### src/sv/vmr_ram.sv
module vmr_ram #(
    parameter int WIDTH = 32,
    parameter int DEPTH = 64,
    parameter int AW    = (DEPTH > 1) ? $clog2(DEPTH) : 1
) (
    input  logic             i_clk,
    input  logic             i_wr_en,
    input  logic [AW-1:0]    i_wr_addr,
    input  logic [WIDTH-1:0] i_wr_data,
    input  logic             i_rd_en,
    input  logic [AW-1:0]    i_rd_addr,
    output logic [WIDTH-1:0] o_rd_data
);
    logic [WIDTH-1:0] r_mem [DEPTH];
    logic [WIDTH-1:0] r_rd_data;

    always_ff @(posedge i_clk) begin
        if (i_wr_en) begin
            r_mem[i_wr_addr] <= i_wr_data;
        end
        if (i_rd_en) begin
            r_rd_data <= r_mem[i_rd_addr];
        end
    end

    assign o_rd_data = r_rd_data;
endmodule

### config.mk
export PLATFORM = sky130hd
export DESIGN_NAME = vmr_ram
export DESIGN_NICKNAME = d
export VERILOG_FILES = /design/src/sv/vmr_ram.sv
export SDC_FILE = /design/constraint.sdc
export NUM_CORES = 2
export LEC_CHECK = 0
export ABC_CLOCK_PERIOD_IN_PS = 6060
export BUFFER_PORTS_ARGS = -buffer_cell sky130_fd_sc_hd__buf_2
export CORE_UTILIZATION = 40
export CTS_CLUSTER_SIZE = 14
export DETAILED_ROUTE_END_ITERATION = 8
export PLACE_DENSITY = 0.59
export REMOVE_ABC_BUFFERS = 1
export SETUP_SLACK_MARGIN = 0.2
export SLEW_MARGIN = 20
export SYNTH_ARGS = -nofsm -noshare
export SYNTH_HDL_FRONTEND = slang
export SYNTH_SLANG_ARGS = --single-unit
### constraint.sdc
create_clock -name i_clk -period 6.06 [get_ports i_clk]
set_clock_uncertainty 0.2 [all_clocks]
set_input_delay 1.212 -clock i_clk [delete_from_list [all_inputs] [get_ports i_clk]]
set_output_delay 1.212 -clock i_clk [all_outputs]
set_load 0.01 [all_outputs]
Yosys cells after proc, flatten, opt, wreduce, memory -nomap -nowiden
Memories as Yosys holds them, arrays and structs flattened. A register that Yosys moved wholly into a read port is not among the register bits.
Index checks and enable logic that the tools add are counted.
{"block": "totals", "regBits": 0, "ram_bits": 2048, "input_bits": 47, "out_inout_bits": 32, "elab_cells": 3, "mem_count": 1}
{"block": "classes", "muxes": 2}
{"memory": "r_mem", "words": 64, "width": 32, "read_ports": 1, "rd_clocked_by_memory_dff": 1, "write_ports": 1, "line_no": "14", "source": "logic [WIDTH-1:0] r_mem [DEPTH];"}
{"operator": "$mux 1", "count": 2}

Logic depth before layout (Yosys ltp)
{"block": "logic_depth", "word_depth": 2, "depth_mapped": 10, "depth_no_buf": 5}

Worst setup path after synthesis
No wires, ideal clock.
{"block": "synth_timing", "path_kind": "input -> register", "from": "in i_wr_addr[3]", "to": "mem r_mem[48][0], enable pin", "setup_ps": 461, "t_arrival_ps": 3911, "required_time_ps": 5399, "path_slack_ps": 1488, "cell_stages": 4, "path_buffers": 1, "path_cell_list": "clkbuf_1 > nor2b_1 > nand4b_1 > nor3_1"}
{"item": "start: declaration", "line_no": "8", "source": "input logic [AW-1:0] i_wr_addr,"}
{"item": "end: declaration", "line_no": "14"}
No word-level cell before the write port.

==> results.ini <==
[outcome]
status=finished clean

[global_route]
grt.overflow.total=0
antenna_found_initial=31
grt_pass1_vias=37650
grtUsageTotal=0.2156
grt_max_degree=68
grt_first_pass_wirelength_um=298300

[routing]
wl_met3_um=17430
wl_met2_um=103900
top_layer=met5
wl_met1_um=86960
drt_iter0_drc=5088
ant_nets=0
avgRoutedWirePerCell_um=33.25
drtPass1Iterations=5
detail_route.vias_per_cell=5.803
routed_wl_um=213100
drc=0
num_vias=37200

[worst_hold_path]
whs_path_depth=4
hold_end=o_rd_data[17]
hp-class=reg2reg
min_from=r_mem[12][17]

[placement]
post-place-ws_ns=0.9611
io_buffers=78
dpl_cell_area_mm2=0.08380
dp_hpwl_um=122900
placed_cells=6034
gp_congestion=0.8076

[timing]
period_share=0.6976
setup_ws_ns=1.832
rsz0062_at_grt=no
final-hold-violation-count=0
tns_ns=0
max_freq_mhz=236.5
min_period_ns=4.228
relSlewSlack=0.2229
finalSetupViolCount=0
maxSlewViolCount=0
holdWs_ns=0.6466
tightest_slew_ns=1.166

[clock_tree]
cts_buffers=199
root_buffer=clkbuf_16
cts_num_sinks=2080
insertion_delay_ns=0.84
ctsLongestPathBuffers=3
cts_tree=built
h-tree-depth=4
cts_resized=0
hold_buffers=0
clk_pin_slew_ns=0.06
cts_setup_buffers=0

[critical_path]
r2r_slack_ns=3.22
worst_setup_path_start_kind=input pin
end_kind=flop
rr_endpoint=o_rd_data[25]
reg2regPathDepth=4
worst-setup-path-type=in2reg
arrival_ns=4.58
worstPathRequired_ns=6.41
r2r-start=r_mem[30][25]
crit_fanout=52

[synthesis]
async_flop_share=0
synth_edf_count=2080
synthFlopType=edfxtp_1
synth.distinct_cells=33
syn_area_mm2=0.07884
synthCells=3324
ys_ff_latch=2080
yosysWarnings=0
ys_seq_area_frac=0.7923
avgSynthCellArea_um2=23.72

[pwr]
powerDensity_mw_per_mm2=331.9
p_leak_nw=27.90
power.total_mw=29.96
vdd_ir_drop_max_mv=0.2494

[floorplanning]
start_util=0.4035
die_width_um=445.9
die_area_mm2=0.1989
core_mm2=0.1954
io_pins=79
row_count=162
die_h_um=445.9

[final_layout]
nNetsFinal=3658
area_growth_syn_to_layout_pct=14.51
fin_cells=6410
postLayoutCellArea_mm2=0.09027
layout-drive-gt1-share=0.3091
utilization=0.4620

[job]
cap_violations=0

where the power goes:
group          switching (mW)  internal (mW)
sequential             0.0642           16.0
combinational           0.997          0.549
clock                    5.39           7.00
worst max path at each step:
| stage | cells after the start | end | start | slack, ns |
|---|---|---|---|---|
| global route | 8 | o_rd_data[0] | i_rd_addr[0] | 1.68 |
| floorplan | 3 | r_mem[48][0] | i_wr_en | 1.64 |
| finish | 8 | o_rd_data[22] | i_rd_addr[0] | 1.83 |
| global placement | 7 | o_rd_data[18] | i_rd_addr[0] | 0.94 |
| CTS | 7 | o_rd_data[18] | i_rd_addr[0] | 1.86 |
| detailed placement | 7 | o_rd_data[18] | i_rd_addr[0] | 0.96 |
metal layers:
metal | vias to the layer above | GRT usage
met5 | - | 0
li1 | 14920 | -
met1 | 20400 | 0.3042
met4 | 2 | 0.05586
met3 | 244 | 0.03949
met2 | 1632 | 0.3466
cell usage after synthesis, types with 5 or more instances:
master    instances  area [µm²]
a21oi_1          62       310.3
a22oi_1          12       90.09
a311oi_1          8       70.07
buf_1            21       78.83
buf_2            57       285.3
buf_4            25       187.7
buf_6             5       56.30
clkbuf_1         74       277.8
edfxtp_1       2080       62460
mux2i_1          93       930.9
mux4_2          544       12250
nand2_1          26       97.59
nand2b_1          8       50.05
nand3_1           5       25.02
nand3b_1          5       37.54
nor2_1          137       514.2
nor2b_1          15       93.84
nor3_1            7       35.03
o221ai_1         27       236.5
o22ai_1          84       525.5
sequential cells by signal (all words and copies together) (netlist names):
register	count
o_rd_data	32
r_mem	2048
cell type report:
class / count / area, µm²
fill: 16170 / 105100
sequential: 2080 / 62460
multi-input combinational: 1062 / 16000
clock buffer: 242 / 5162
tap: 2624 / 3283
timing repair buffer: 268 / 2073
clock inverter: 124 / 1269
antenna: 10 / 25.02
kinds of logic (layout without fill, tap and decap cells):
| family | Yosys count | count (layout) | synth area share |
|---|---|---|---|
| other | 0 | 10 | 0 |
| multiplexers | 637 | 637 | 0.1672 |
| flip-flops | 2080 | 2080 | 0.7923 |
| buffers and inverters | 182 | 634 | 0.01124 |
| AND/OR/NAND/NOR | 223 | 223 | 0.01260 |
| AO/OA/AOI/OAI | 202 | 202 | 0.01666 |
critical path, stage by stage:
cell and delay (ns):
buf_8 0.52, buf_4 0.42, buf_4 0.44, mux4_2 0.58, o22ai_1 0.26, nor2_1 0.13, a21oi_1 0.73, nor2_1 0.07
cell usage in the layout (no fill, tap or decap), types with 12 or more instances in the layout:
master / instances
edfxtp_1: 2080
mux4_2: 544
clkbuf_16: 200
buf_4: 173
mux2i_1: 93
o22ai_1: 83
nor2_1: 74
buf_2: 74
a21oi_1: 62
nor2_4: 62
clkinv_1: 45
clkbuf_1: 42
clkinv_2: 38
o221ai_1: 27
nand2_1: 26
bufinv_16: 22
buf_12: 16
nor2b_1: 14
a22oi_1: 12
(Power assumes the default switching activity.)
